===== src/wbps_pkg.sv =====
package wbps_pkg;

    // signature geometry
    localparam int SIG_BYTES     = 16;
    localparam int LEN_W         = 5;
    localparam int CFG_INDEX_W   = 3;
    localparam int CFG_DATA_W    = 64;
    localparam int OFFSET_OUT_W  = 32;

    // defaults for the top level parameters
    localparam int MAX_PATTERN_DEFAULT = 16;
    localparam int OFFSET_BITS_DEFAULT = 32;

    // register indexes of the configuration port
    typedef enum logic [CFG_INDEX_W-1:0] {
        CFG_PATTERN_LOW    = 3'd0,
        CFG_PATTERN_HIGH   = 3'd1,
        CFG_CARE_MASK      = 3'd2,
        CFG_PATTERN_LENGTH = 3'd3,
        CFG_ALIGNMENT_16   = 3'd4,
        CFG_BASE_PHASE     = 3'd5
    } cfg_index_t;

    typedef struct packed {
        logic [63:0]         pattern_low;
        logic [63:0]         pattern_high;
        logic [15:0]         care_mask;
        logic [LEN_W-1:0]    pattern_length;
        logic                alignment_16;
        logic [3:0]          base_phase;
    } cfg_t;

    // window depth follows the signature cap
    function automatic int win_depth(input int max_pattern);
        return (max_pattern < SIG_BYTES) ? max_pattern : SIG_BYTES;
    endfunction

    function automatic int idx_width(input int depth);
        return (depth > 1) ? $clog2(depth) : 1;
    endfunction

endpackage


===== src/wbps_cfg.sv =====
module wbps_cfg (
    input  logic                                clk,
    input  logic                                rst_n,
    input  logic                                cfg_write,
    input  logic [wbps_pkg::CFG_INDEX_W-1:0]    cfg_index,
    input  logic [wbps_pkg::CFG_DATA_W-1:0]     cfg_data,
    output wbps_pkg::cfg_t                      cfg
);
    import wbps_pkg::*;

    cfg_t cfg_reg;
    cfg_t cfg_next;

    always_comb
    begin
        cfg_next = cfg_reg;
        if (cfg_write)
        begin
            case (cfg_index)
                CFG_PATTERN_LOW:    cfg_next.pattern_low    = cfg_data;
                CFG_PATTERN_HIGH:   cfg_next.pattern_high   = cfg_data;
                CFG_CARE_MASK:      cfg_next.care_mask      = cfg_data[15:0];
                CFG_PATTERN_LENGTH: cfg_next.pattern_length = cfg_data[LEN_W-1:0];
                CFG_ALIGNMENT_16:   cfg_next.alignment_16   = cfg_data[0];
                CFG_BASE_PHASE:     cfg_next.base_phase     = cfg_data[3:0];
                default:            cfg_next = cfg_reg;
            endcase
        end
    end

    always_ff @(posedge clk or negedge rst_n)
    begin
        if (!rst_n)
        begin
            cfg_reg                <= '0;
            cfg_reg.pattern_length <= LEN_W'(1);
        end
        else
        begin
            cfg_reg <= cfg_next;
        end
    end

    assign cfg = cfg_reg;

endmodule


===== src/wbps_match.sv =====
module wbps_match #(
    parameter int MAX_PATTERN = wbps_pkg::MAX_PATTERN_DEFAULT
) (
    input  wbps_pkg::cfg_t                                      cfg,
    input  logic [wbps_pkg::win_depth(MAX_PATTERN)-1:0][7:0]    window,
    output logic [wbps_pkg::LEN_W-1:0]                          eff_len,
    output logic                                                hit
);
    import wbps_pkg::*;

    localparam int WIN   = win_depth(MAX_PATTERN);
    localparam int IDX_W = idx_width(WIN);
    localparam logic [LEN_W-1:0] CAP = LEN_W'(WIN);

    logic [127:0]    sig_bytes;
    logic [WIN-1:0]  byte_ok;

    assign sig_bytes = {cfg.pattern_high, cfg.pattern_low};

    // zero counts as one, above the cap saturates
    always_comb
    begin
        if (cfg.pattern_length == '0)
            eff_len = LEN_W'(1);
        else if (cfg.pattern_length > CAP)
            eff_len = CAP;
        else
            eff_len = cfg.pattern_length;
    end

    // signature byte k lines up with window entry len-1-k
    always_comb
    begin
        logic [LEN_W-1:0] idx;
        for (int k = 0; k < WIN; k++)
        begin
            idx = eff_len - LEN_W'(1) - LEN_W'(k);
            if (cfg.care_mask[k] && (eff_len > LEN_W'(k)))
                byte_ok[k] = (window[idx[IDX_W-1:0]] == sig_bytes[8*k +: 8]);
            else
                byte_ok[k] = 1'b1;
        end
    end

    assign hit = &byte_ok;

endmodule


===== src/wildcard_byte_pattern_scanner.sv =====
// channel   | handshake           | payload
// ----------+---------------------+------------------------------------------
// input     | in_valid / in_stall | data_byte, end_of_region
// output    | out_valid/out_stall | match_found, match_offset, region_done
// config    | cfg_write           | cfg_index, cfg_data (no read-back)
//
// one byte per cycle unless a held result stalls the input: a request is held
// in the input register, the window compare runs from there into the result register
// reset clears the byte count, match flag, offset, both valids and the config, but sets the pattern length to one;
// the window itself is left as is and never compared before it is filled
// a held result stalls the input only when the byte in flight would make
// another result; bytes that make none keep flowing
module wildcard_byte_pattern_scanner #(
    parameter int MAX_PATTERN = wbps_pkg::MAX_PATTERN_DEFAULT,
    parameter int OFFSET_BITS = wbps_pkg::OFFSET_BITS_DEFAULT
) (
    input  logic                                clk,
    input  logic                                rst_n,
    input  logic                                in_valid,
    output logic                                in_stall,
    input  logic [7:0]                          data_byte,
    input  logic                                end_of_region,
    output logic                                out_valid,
    input  logic                                out_stall,
    output logic                                match_found,
    output logic [wbps_pkg::OFFSET_OUT_W-1:0]   match_offset,
    output logic                                region_done,
    input  logic                                cfg_write,
    input  logic [wbps_pkg::CFG_INDEX_W-1:0]    cfg_index,
    input  logic [wbps_pkg::CFG_DATA_W-1:0]     cfg_data
);
    import wbps_pkg::*;

    localparam int WIN = win_depth(MAX_PATTERN);

    cfg_t cfg;

    // input register
    logic                   s1_valid_reg;
    logic [7:0]             s1_byte_reg;
    logic                   s1_last_reg;

    // region state
    logic [7:0]             window_reg [WIN];
    logic [OFFSET_BITS-1:0] count_reg;
    logic [OFFSET_BITS-1:0] count_next;
    logic                   matched_reg;
    logic                   matched_next;
    logic [OFFSET_OUT_W-1:0] found_reg;
    logic [OFFSET_OUT_W-1:0] found_next;

    // result register
    logic                   out_valid_reg;
    logic                   out_valid_next;
    logic                   out_found_reg;
    logic [OFFSET_OUT_W-1:0] out_offset_reg;
    logic                   out_done_reg;

    logic [WIN-1:0][7:0]    win_cur;
    logic [LEN_W-1:0]       eff_len;
    logic                   hit;

    logic                   not_sat;
    logic [OFFSET_BITS-1:0] count_inc;
    logic [OFFSET_BITS-1:0] start;
    logic [OFFSET_BITS+OFFSET_OUT_W-1:0] start_wide;
    logic [OFFSET_OUT_W-1:0] start_out;
    logic                   len_ok;
    logic                   aligned;
    logic                   new_match;
    logic                   emit;
    logic                   s1_go;
    logic                   process;
    logic                   accept;

    wbps_cfg u_cfg (
        .clk       (clk),
        .rst_n     (rst_n),
        .cfg_write (cfg_write),
        .cfg_index (cfg_index),
        .cfg_data  (cfg_data),
        .cfg       (cfg)
    );

    // window as it stands once the current byte has shifted in
    always_comb
    begin
        win_cur[0] = s1_byte_reg;
        for (int j = 1; j < WIN; j++)
        begin
            win_cur[j] = window_reg[j-1];
        end
    end

    wbps_match #(
        .MAX_PATTERN (MAX_PATTERN)
    ) u_match (
        .cfg     (cfg),
        .window  (win_cur),
        .eff_len (eff_len),
        .hit     (hit)
    );

    // candidate start is count + 1 - len, only once len bytes have arrived
    assign not_sat    = (count_reg != '1);
    assign count_inc  = count_reg + OFFSET_BITS'(1);
    assign len_ok     = (count_inc >= OFFSET_BITS'(eff_len));
    assign start      = count_inc - OFFSET_BITS'(eff_len);
    assign start_wide = {{OFFSET_OUT_W{1'b0}}, start};
    assign start_out  = start_wide[OFFSET_OUT_W-1:0];
    assign aligned    = ((cfg.base_phase + start[3:0]) == 4'd0);

    assign new_match = not_sat && !matched_reg && len_ok
                       && (!cfg.alignment_16 || aligned) && hit;
    assign emit      = new_match || s1_last_reg;

    // the byte in flight moves on unless it makes a result that cannot land
    assign s1_go    = !emit || !out_valid_reg || !out_stall;
    assign process  = s1_valid_reg && s1_go;
    assign in_stall = s1_valid_reg && !s1_go;
    assign accept   = in_valid && !in_stall;

    always_comb
    begin
        count_next   = count_reg;
        matched_next = matched_reg;
        found_next   = found_reg;
        if (process)
        begin
            if (s1_last_reg)
            begin
                count_next   = '0;
                matched_next = 1'b0;
                found_next   = '0;
            end
            else
            begin
                if (not_sat)
                    count_next = count_inc;
                if (new_match)
                begin
                    matched_next = 1'b1;
                    found_next   = start_out;
                end
            end
        end
    end

    always_comb
    begin
        if (process && emit)
            out_valid_next = 1'b1;
        else if (!out_stall)
            out_valid_next = 1'b0;
        else
            out_valid_next = out_valid_reg;
    end

    // control state
    always_ff @(posedge clk or negedge rst_n)
    begin
        if (!rst_n)
        begin
            s1_valid_reg  <= 1'b0;
            count_reg     <= '0;
            matched_reg   <= 1'b0;
            found_reg     <= '0;
            out_valid_reg <= 1'b0;
        end
        else
        begin
            if (accept)
                s1_valid_reg <= 1'b1;
            else if (process)
                s1_valid_reg <= 1'b0;
            count_reg     <= count_next;
            matched_reg   <= matched_next;
            found_reg     <= found_next;
            out_valid_reg <= out_valid_next;
        end
    end

    // payload, no reset needed
    always_ff @(posedge clk)
    begin
        if (accept)
        begin
            s1_byte_reg <= data_byte;
            s1_last_reg <= end_of_region;
        end
        if (process)
        begin
            for (int j = 0; j < WIN; j++)
            begin
                window_reg[j] <= win_cur[j];
            end
        end
        if (process && emit)
        begin
            out_found_reg  <= matched_reg || new_match;
            out_offset_reg <= new_match ? start_out : found_reg;
            out_done_reg   <= s1_last_reg;
        end
    end

    assign out_valid    = out_valid_reg;
    assign match_found  = out_found_reg;
    assign match_offset = out_offset_reg;
    assign region_done  = out_done_reg;

endmodule

===== config.mk =====
export PLATFORM = sky130hd
export DESIGN_NAME = wildcard_byte_pattern_scanner
export DESIGN_NICKNAME = d
export VERILOG_FILES = /design/src/wbps_pkg.sv /design/src/wbps_cfg.sv /design/src/wbps_match.sv /design/src/wildcard_byte_pattern_scanner.sv
export SDC_FILE = /design/constraint.sdc
export NUM_CORES = 1
export LEC_CHECK = 0
export BUFFER_PORTS_ARGS = -buffer_cell sky130_fd_sc_hd__buf_2
export CORE_MARGIN = 2
export CORE_UTILIZATION = 30
export DETAILED_ROUTE_END_ITERATION = 10
export PLACE_DENSITY = 0.44
export SYNTH_ARGS = -nofsm -noshare
export SYNTH_HDL_FRONTEND = slang
export SYNTH_HIERARCHICAL = 1
export SYNTH_SLANG_ARGS = --single-unit

===== constraint.sdc =====
create_clock -name clk -period 8.12 [get_ports clk]
set_input_delay 0 -clock clk [delete_from_list [all_inputs] [get_ports clk]]
set_output_delay 0 -clock clk [all_outputs]
set_load 0.02 [all_outputs]

* Yosys cells after proc, flatten, opt, wreduce, memory -nomap -nowiden
Memories as Yosys holds them, arrays and structs flattened. Cells that the tools add are included.
Storage, ports and cells: word-level logic and storage cells 206, output and inout port bits 36, bits of input ports 81, flip-flop bits (word level) 264, bits in writable memories 128, memories kept 1
Memory list:
- window_reg | words 16, width 8, read ports 15, clocked after memory_dff 0, write ports 16, RTL line wildcard_byte_pattern_scanner.sv:44 | logic [7:0] window_reg [WIN];
Cells by class: magnitude comparators 34, $add $sub $neg 19, multiplexer cells 62, equal/unequal tests 23, reduce and logical (&&, ||, !) cells 51
Operators with widths (count):
- $bmux 8 s4 | 16
- $eq 8x8->1 | 16
- $mux 32 | 4
- $mux 8 | 16
- $lt 4x5->1 const B | 16
- $gt 5x4->1 const B | 8
- $add 32x1->32 const B | 1
- $ge 32x5->1 | 1
- $ne 32x32->1 const B | 1
- $sub 32x5->32 | 1
- $sub 4x4->4 const B | 8
- $logic_and 1x1->1 | 24
- $mux 1 | 24
- $gt 5x3->1 const B | 4
- $reduce_and 16->1 | 1
- $reduce_and 2->1 | 8
- $sub 4x3->4 const B | 4
- $gt 5x1->1 const B | 2
- $gt 5x2->1 const B | 2
- $mux 5 | 2
- $sub 4x1->4 const B | 2
- $sub 4x2->4 const B | 2
- $logic_not 1->1 | 7
- $eq 3x2->1 const B | 2
- 10 further kinds | 17

* Logic depth before layout (Yosys ltp)
Gate-level depths: netlist of the first run.
depth after elaboration 20, mapped depth 25, depth with buffers taken out 17

* Cells and area by module
The synthesis of the first run kept the hierarchy.
By module, submodules not included:
- wildcard_byte_pattern_scanner | sequential area each 6571.3 um^2, area each 10392.5 um^2, cells an instance 794, instances 1
- wbps_match | sequential area each 0.0 um^2, area each 8889.8 um^2, cells an instance 1001, instances 1
- wbps_cfg | sequential area each 3854.9 um^2, area each 6227.2 um^2, cells an instance 330, instances 1

* Worst setup path before layout of the first run
Ideal clock, no wire load.
path type reg-to-reg, start point reg u_cfg.cfg_reg (netlist bit u_cfg/cfg[7]), end point mem window_reg[0][0] (enable), arrival 6.908 ns, path slack 0.739 ns, clock period less this slack 7.381 ns, data required time 7.647 ns, library setup time 0.473 ns, stages on the path, launching flop included 23, buffers on the path 6, cells stage by stage dfrtp_1 -> buf_6 -> nor4_4 -> nor2_2 -> buf_6 -> buf_2 -> ha_1 -> clkbuf_1 -> nand2_1 -> or3_1 -> a31oi_2 -> buf_2 -> mux4_2 -> nand2_1 -> a31oi_1 -> xnor2_1 -> a311o_1 -> nand4_1 -> nor4_2 -> a41oi_1 -> a211oi_4 -> clkbuf_1 -> inv_1
RTL lines:
- from (decl) | RTL line wbps_cfg.sv:11 | cfg_t cfg_reg;
- from (signal assigned) | RTL line wbps_cfg.sv:40 | cfg_reg <= cfg_next;
- to (decl) | RTL line wildcard_byte_pattern_scanner.sv:44

* Worst setup path after layout of the first run
start point reg u_cfg.cfg_reg (netlist bit u_cfg/cfg[7]), end point out in_stall
Between the ends: longest elaborated chain between the ends 17, elaborated cells between the ends (all ways) 131, those cells by class 18 x add/sub; 18 x order compare; 16 x eq/ne; 50 x mux; 29 x reduce/logical
Ends and longest elaborated chain:
- $gt 5x5->1 | RTL line wbps_match.sv:25 | else if (cfg.pattern_length > CAP)
- $mux 5 | RTL line wbps_match.sv:25
- $mux 5 (*) | RTL line wbps_match.sv:23 | if (cfg.pattern_length == '0)
- named net eff_len[0] | RTL line wildcard_byte_pattern_scanner.sv:60 | logic [LEN_W-1:0] eff_len;
- $sub 4x1->4 | RTL line wbps_match.sv:37 | idx = eff_len - LEN_W'(1) - LEN_W'(k);
- $sub 4x1->4, or another cell as far along | RTL line wbps_match.sv:37
- $bmux 8 s4 | RTL line wbps_match.sv:39 | byte_ok[k] = (window[idx[IDX_W-1:0]] == sig_bytes[8*k +: 8]);
- $mux 8 (implied by the code) | RTL line wbps_match.sv:39
- (+2 left out)
- $reduce_and 16->1 (*) | RTL line wbps_match.sv:45 | assign hit = &byte_ok;
- named net hit | RTL line wildcard_byte_pattern_scanner.sv:61 | logic hit;
- $logic_and 1x1->1 (*) | RTL line wildcard_byte_pattern_scanner.sv:114 | && (!cfg.alignment_16 || aligned) && hit;
- $logic_or 1x1->1 (*) | RTL line wildcard_byte_pattern_scanner.sv:115 | assign emit = new_match || s1_last_reg;
- $logic_not 1->1 (*) | RTL line wildcard_byte_pattern_scanner.sv:118 | assign s1_go = !emit || !out_valid_reg || !out_stall;
- $logic_or 1x1->1 (*) (2 in series) | RTL line wildcard_byte_pattern_scanner.sv:118
- $logic_not 1->1 (*) | RTL line wildcard_byte_pattern_scanner.sv:120 | assign in_stall = s1_valid_reg && !s1_go;
- $logic_and 1x1->1 (*) | RTL line wildcard_byte_pattern_scanner.sv:120
- to (decl) | RTL line wildcard_byte_pattern_scanner.sv:20 | output logic in_stall,
The timed path passes the listed nets; every way through them passes the cells marked *. The select of a mux whose other input is x is not followed.

==> load_flow_metrics.sql, run 1 <==
INSERT INTO impl_metrics (metric_group, metric, value, unit) VALUES
('status', 'status', 'complete, but fails checks', ''),
('status', 'violated_checks', 'negative hold slack', ''),
('timing', 'period_needed', '7631', 'ps'),
('worst_setup_path', 'critical_path_rt', '8120', 'ps'),
('global_routing', 'antenna_found_initial', '4', ''),
('yosys', 'postSynthNetCount', '2220', ''),
('worst_setup_path', 'crit_arrival', '7630', 'ps'),
('power', 'internal_power', '0.006167', 'W'),
('power', 'clock_power_share', '20.9', '%'),
('global_routing', 'grt_use_total', '19.21', '%'),
('routing', 'detail_route.iter0.violations', '1520', ''),
('yosys', 'share_of_the_synthesized_area_in_the_top_cell_type', '21.58', '%'),
('yosys', 'synth_cell_types', '98', ''),
('worst_setup_path', 'cp_slowest_cell', 'nor4_1', ''),
('timing', 'final_hold_vio_count', '6', ''),
('finish', 'final_nets', '2365', ''),
('worst_setup_path', 'r2r.worst_path.cells', '20', ''),
('die', 'die_height', '295.6', 'um'),
('yosys', 'synth.avg_cell_area', '12.00', 'um2'),
('yosys', 'synth_warnings', '6', ''),
('timing', 'fin_skew', '41.28', 'ps'),
('worst_setup_path', 'critical_path.reg2reg.endpoint', 'count_reg[12]', ''),
('yosys', 'synth.top_cells.by_area', 'dfrtp_1, edfxtp_1, mux2i_1', ''),
('power', 'power.density', '367.8', 'nW/um2'),
('timing', 'final.hold.worst_slack', '-19.59', 'ps'),
('place', 'pre_cts_ws', '842.5', 'ps'),
('clocking', 'clock_sink_count', '384', ''),
('routing', 'antenna_violating_nets_post_route', '0', ''),
('die', 'placement_rows', '106', ''),
('finish', 'number_of_fill_cells', '8246', ''),
('yosys', 'post_synthesis_mux_area_share', '29.28', '%'),
('power', 'worst_ir_drop_vdd', '0.0001851', 'V'),
('global_routing', 'vias_in_the_first_global_route', '18580', ''),
('timing', 'rsz0062_at_grt', 'false', ''),
('yosys', 'ys_seq_area_share', '40.87', '%'),
('clocking', 'cts-resized-gates', '0', ''),
('clocking', 'tritoncts', 'yes', ''),
('die', 'io-pin-count', '117', ''),
('power', 'seq_power_share', '27.3', '%'),
('yosys', 'synth_cells', '2125', ''),
('finish', 'final-seq-area', '10430', 'um2'),
('power', 'power.static_leakage', '11.96', 'nW'),
('die', 'die_area', '87380', 'um2'),
('clocking', 'clock_path_buffers', '3', ''),
('yosys', 'synth-edff-count', '163', ''),
('clocking', 'cts-root-buf', 'clkbuf_16', ''),
('clocking', 'clock_insertion_delay_worst_skew', '610', 'ps'),
('worst_setup_path', 'critical_path.cell_chain', 'buf_4 -> nor4_4 -> nor2_4 -> buf_4 -> inv_4 -> buf_4 -> mux2i_1 -> a22oi_1 -> and3_1 -> or4_1 -> nor4_1 -> o21ai_0 -> nand4b_1 -> nor4_2 -> nand4_1 -> a21oi_4 -> buf_12 -> o2111a_1 -> buf_2', ''),
('power', 'power_switching', '0.004731', 'W'),
('timing', 'totalNegativeSetupSlack', '0', 'ps'),
('finish', 'largest_reg_flops', '154', ''),
('power', 'netSwitchingFraction', '43.41', '%'),
('timing', 'drv_slew', '0', ''),
('worst_setup_path', 'crit-reg2reg-launch', 'u_cfg/cfg[7]', ''),
('timing', 'fin_ws', '488.9', 'ps'),
('timing', 'timing.slew.headroom', '8.962', '%'),
('place', 'port-buffer-count', '116', ''),
('yosys', 'synth_compound_gate_area_share', '9.687', '%'),
('worst_setup_path', 'crit_path_max_fanout', '71', ''),
('yosys', 'synth-adder-area-share', '0.7455', '%'),
('flow_run', 'number_of_maximum_capacitance_constraint_violations', '0', ''),
('die', 'chipWidth', '295.6', 'um'),
('finish', 'antenna_cells', '0', ''),
('worst_setup_path', 'criticalPathCategory', 'flop to output port', ''),
('worst_setup_path', 'cp_slowest_stage_delay', '1120', 'ps'),
('clocking', 'h_tree_level_count', '2', ''),
('power', 'report.power.total', '0.01090', 'W'),
('routing', 'vias_per_cell', '5.398', ''),
('yosys', 'asyncSetResetFlopFracSynth', '57.55', '%'),
('yosys', 'synth_area', '25510', 'um2'),
('worst_setup_path', 'worst_setup_path_end_kind', 'output port', '');
[metrics by stage]
stage,instance area (um2),cells,util [%]
finish,29630,3444,35.30
CTS,29630,3444,35.30
global route,29630,3444,35.30
detailed placement,27150,3272,32.34
global placement,27150,3272,32.34
floorplan,25510,2125,-
[power by group through the flow]
stage	Clock (W)	Combinational, W	Sequential [W]
6_report	0.00227	0.00565	0.00298
5_1_grt	0.00241	0.00604	0.00304
4_1_cts	0.00234	0.00562	0.00298
3_5_place_dp	0	0.00556	0.00301
3_3_place_gp	0	0.00551	0.00301
2_1_floorplan	0	0.00386	0.00285
[placed cells by master, fill, tap and decap left out, drive strengths merged, types with 30 or more instances in the layout]
master and count:
mux2i 343, dfrtp 220, mux2 175, buf 167, edfxtp 163, nand2 124
xnor2 107, a22oi 92, nand3 90, dlygate4sd3 81, mux4 79, xor2 68
o21ai 65, clkbuf 62, nor2 48, nand4 45, a21oi 41, inv 30
[worst max path at each step]
stage,from,endpoint,cells after the start
after floorplan,u_cfg/cfg[7],window_reg[0][0],22
after global routing,u_cfg/cfg[5],in_stall,18
after detailed placement,u_cfg/cfg[7],count_reg[12],20
after CTS,u_cfg/cfg[7],in_stall,19
after global placement,u_cfg/cfg[7],count_reg[11],20
final,u_cfg/cfg[7],in_stall,19
[logic make-up (layout without fill, tap and decap cells)]
kind of cell / count (synthesis) / count (layout)
buf+inv: 184 / 369
compound gates: 333 / 333
simple gates: 438 / 438
flops: 384 / 384
fa+ha+maj: 14 / 14
xor+xnor: 175 / 175
mux: 597 / 597
[repair_timing]
| item | CTS | global route |
|---|---|---|
| hold endpoints to repair | 250 | 0 |
| hold buffers | 81 | 0 |
| buffers inserted | 0 | 0 |
[routing by layer]
metal,global-route usage (%),vias up,routed length (um)
li1,-,8441,-
met1,27.52,9468,39260
met2,29.64,581,37650
met3,3.533,99,5271
met4,5.163,0,2203
met5,0,-,0
[layout make-up]
type | instances | share of cell area (%)
multi-input combinational | 1557 | 47.80
clock inverter | 29 | 1.085
sequential | 384 | 35.18
timing repair buffer | 248 | 6.190
clock buffer | 62 | 4.547
inverter | 30 | 0.4053
tap | 1134 | 4.788
[critical path: cells and delay by family, from the launching register on]
family / cells / cell delay, ps
multiplexers: 1 / 520
AO/OA/AOI/OAI: 4 / 980
AND/OR/NAND/NOR: 8 / 3200
flip-flops: 1 / 360
buffers and inverters: 6 / 1890
(Power assumes the default switching activity.)
==> run 2: changes to the inputs <==
- clock period: 8.12 -> 7.75 ns (I/O delays scaled with it)
==> run 2 against run 1 <==
The run now ends clean; cell count about the same; register-to-register slack better by 340 ps; critical endpoint is now found_reg[9]; largest cell class unchanged; clock skew up 13 ps; highest routed layer unchanged; first-iteration DRC count up 7.7%.
==> load_flow_metrics.sql, run 2 (synthesis gave the netlist of run 1 again) <==
INSERT INTO impl_metrics (metric_group, metric, value, unit) VALUES
('status', 'status', 'complete, no violations', ''),
('finish', 'most-common-layout-cells', 'mux2i_1, dfrtp_1, edfxtp_1', ''),
('die', 'initial_utilization', '30.39', '%'),
('finish', 'final_layout_size_suffix_gt1_share', '24.43', '%'),
('place', 'dpl_cell_area', '27150', 'um2'),
('finish', 'post-route-cell-area', '29740', 'um2'),
('global_routing', 'globalRouteOverflowTotal', '0', ''),
('die', 'die_height', '295.6', 'um'),
('timing', 'timing.slew.headroom', '29.25', '%'),
('finish', 'multi_input_area', '14160', 'um2'),
('routing', 'vias_per_cell', '5.447', ''),
('timing', 'fin_skew', '53.95', 'ps'),
('clocking', 'cts_setup_buffers', '0', ''),
('place', 'dpl.hpwl', '62.75', 'mm'),
('clocking', 'cts.hold.buffers_added', '82', ''),
('finish', 'antenna_cells', '0', ''),
('global_routing', 'pin_count_of_the_biggest_net_entering_global_routing', '71', ''),
('timing', 'rsz0062_at_grt', 'false', ''),
('finish', 'number_of_fill_cells', '8261', ''),
('worst_setup_path', 'critical_path_rt', '8260', 'ps'),
('power', 'power.density', '387.0', 'nW/um2'),
('routing', 'antenna_violating_nets_post_route', '0', ''),
('die', 'die_area', '87380', 'um2'),
('clocking', 'cts-root-buf', 'clkbuf_16', ''),
('timing', 'final.hold.worst_slack', '103.4', 'ps'),
('global_routing', 'antenna_found_initial', '1', ''),
('power', 'worst_ir_drop_vdd', '0.0002095', 'V'),
('finish', 'final-seq-area', '10430', 'um2'),
('finish', 'commonest_non_fill_non_tap_cell_in_the_layout', 'mux2i_1', ''),
('clocking', 'clock_insertion_delay_worst_skew', '630', 'ps'),
('worst_hold_path', 'worstHoldPathType', 'input port to flop', ''),
('worst_setup_path', 'crit_arrival', '7310', 'ps'),
('routing', 'detail_route.first_pass.iterations', '5', ''),
('die', 'chipWidth', '295.6', 'um'),
('power', 'report.power.total', '0.01151', 'W'),
('finish', 'final_nets', '2364', ''),
('global_routing', 'grt.met2_usage', '30.84', '%'),
('timing', 'finalCritPeriodShare', '87.68', '%'),
('timing', 'max_freq', '0.1472', 'GHz'),
('routing', 'avgRoutedWirePerCell', '24.93', 'um'),
('finish', 'layout-area-overhead-vs-synth', '16.58', '%'),
('clocking', 'cts_inserted_buffers', '49', ''),
('clocking', 'clk_pin_slew', '60', 'ps'),
('worst_setup_path', 'worst_setup_path_end_kind', 'flop', ''),
('routing', 'num_vias', '18760', ''),
('timing', 'period_needed', '6795', 'ps'),
('clocking', 'h_tree_level_count', '2', ''),
('power', 'power.static_leakage', '11.99', 'nW'),
('clocking', 'cts-resized-gates', '0', ''),
('die', 'coreArea', '83950', 'um2'),
('finish', 'final_core_utilization', '35.42', '%'),
('timing', 'totalNegativeSetupSlack', '0', 'ps'),
('routing', 'detail_route.drc_violations', '0', ''),
('global_routing', 'groute.layer.met1.usage', '28.17', '%'),
('timing', 'drv_slew', '0', ''),
('global_routing', 'grt_use_total', '19.61', '%'),
('finish', 'largest_reg_flops', '154', ''),
('die', 'io-pin-count', '117', ''),
('timing', 'setup_viol_count_final', '0', ''),
('flow_run', 'number_of_maximum_capacitance_constraint_violations', '0', ''),
('place', 'port-buffer-count', '116', ''),
('timing', 'final_hold_vio_count', '0', ''),
('global_routing', 'vias_in_the_first_global_route', '18610', ''),
('clocking', 'clock_path_buffers', '3', ''),
('worst_setup_path', 'setup.worst_path.start_class', 'flop', ''),
('timing', 'timing_worst_slew_pin_value', '1032', 'ps'),
('routing', 'detail_route.iter0.violations', '1637', ''),
('clocking', 'tritoncts', 'yes', ''),
('global_routing', 'gr-usage-met3', '2.616', '%'),
('place', 'gp_congestion', '0.8666', ''),
('global_routing', 'grt_first_pass_wirelength', '128.1', 'mm'),
('die', 'placement_rows', '106', ''),
('routing', 'routed_wirelength', '85.85', 'mm'),
('global_routing', 'top_usage_layer', 'met2', ''),
('worst_setup_path', 'criticalPathCategory', 'flop to flop', ''),
('clocking', 'clock_sink_count', '384', ''),
('worst_setup_path', 'crit_path_max_fanout', '37', '');
run 2: changes by cell type in the layout (fill, tap and decap cells not counted), moves of 2 or more:
cell and change:
clkinv_1 +3, buf_4 -3, clkinv_4 -3, clkbuf_16 -2
clkinv_2 -4, bufinv_16 +4, clkbuf_1 -2
run 2: worst max-delay path, cell delays in order (launching register included):
cell,delay [ps]
dfrtp_1,740
nor2b_1,160
nor2_4,170
buf_4,500
buf_4,700
mux4_2,740
a22oi_1,230
nand2_1,140
xor2_1,160
nor4_1,390
a21oi_1,280
or4_1,580
nor4_2,330
a41oi_1,220
a211oi_4,340
buf_4,270
buf_4,340
nor2_1,80
a22o_1,200
run 2: per-stage QoR:
stage	std cells	setup slack, ps
2_1_floorplan	2125	369.3
3_3_place_gp	3270	1060
3_5_place_dp	3270	1006
4_1_cts	3443	869.1
5_1_grt	3443	477.9
6_report	3443	955.1
run 2: path summary, 6_finish.rpt:
path,startpoint,to,slack [ps],cells past startpoint
max,u_cfg/cfg[9],found_reg[9],960,18
min,data_byte[6],s1_byte_reg[6],100,2
max reg2reg,u_cfg/cfg[9],found_reg[9],960,18
min reg2reg,found_reg[26],found_reg[26],490,1
max in group asynchronous,rst_n,found_reg[26],5760,5
min in group asynchronous,rst_n,u_cfg/cfg[146],450,3
run 2: report_power, final:
part           leakage (nW)  switching [W]  internal [W]
clock                 0.847       0.000994       0.00151
combinational          6.76        0.00347       0.00238
sequential             4.38       0.000502       0.00265
run 2: metal layers:
layer / up-vias / share of wire (%)
met2: 622 / 46
li1: 8472 / -
met1: 9559 / 47
met3: 102 / 5.1
met5: - / 0
met4: 0 / 2.4
run 2: layout make-up:
cell class                 count  area share [%]
inverter                      30          0.4039
multi-input combinational   1557           47.63
timing repair buffer         247           6.252
tap                         1134           4.771
clock buffer                  59           4.384
sequential                   384           35.06
clock inverter                32           1.502
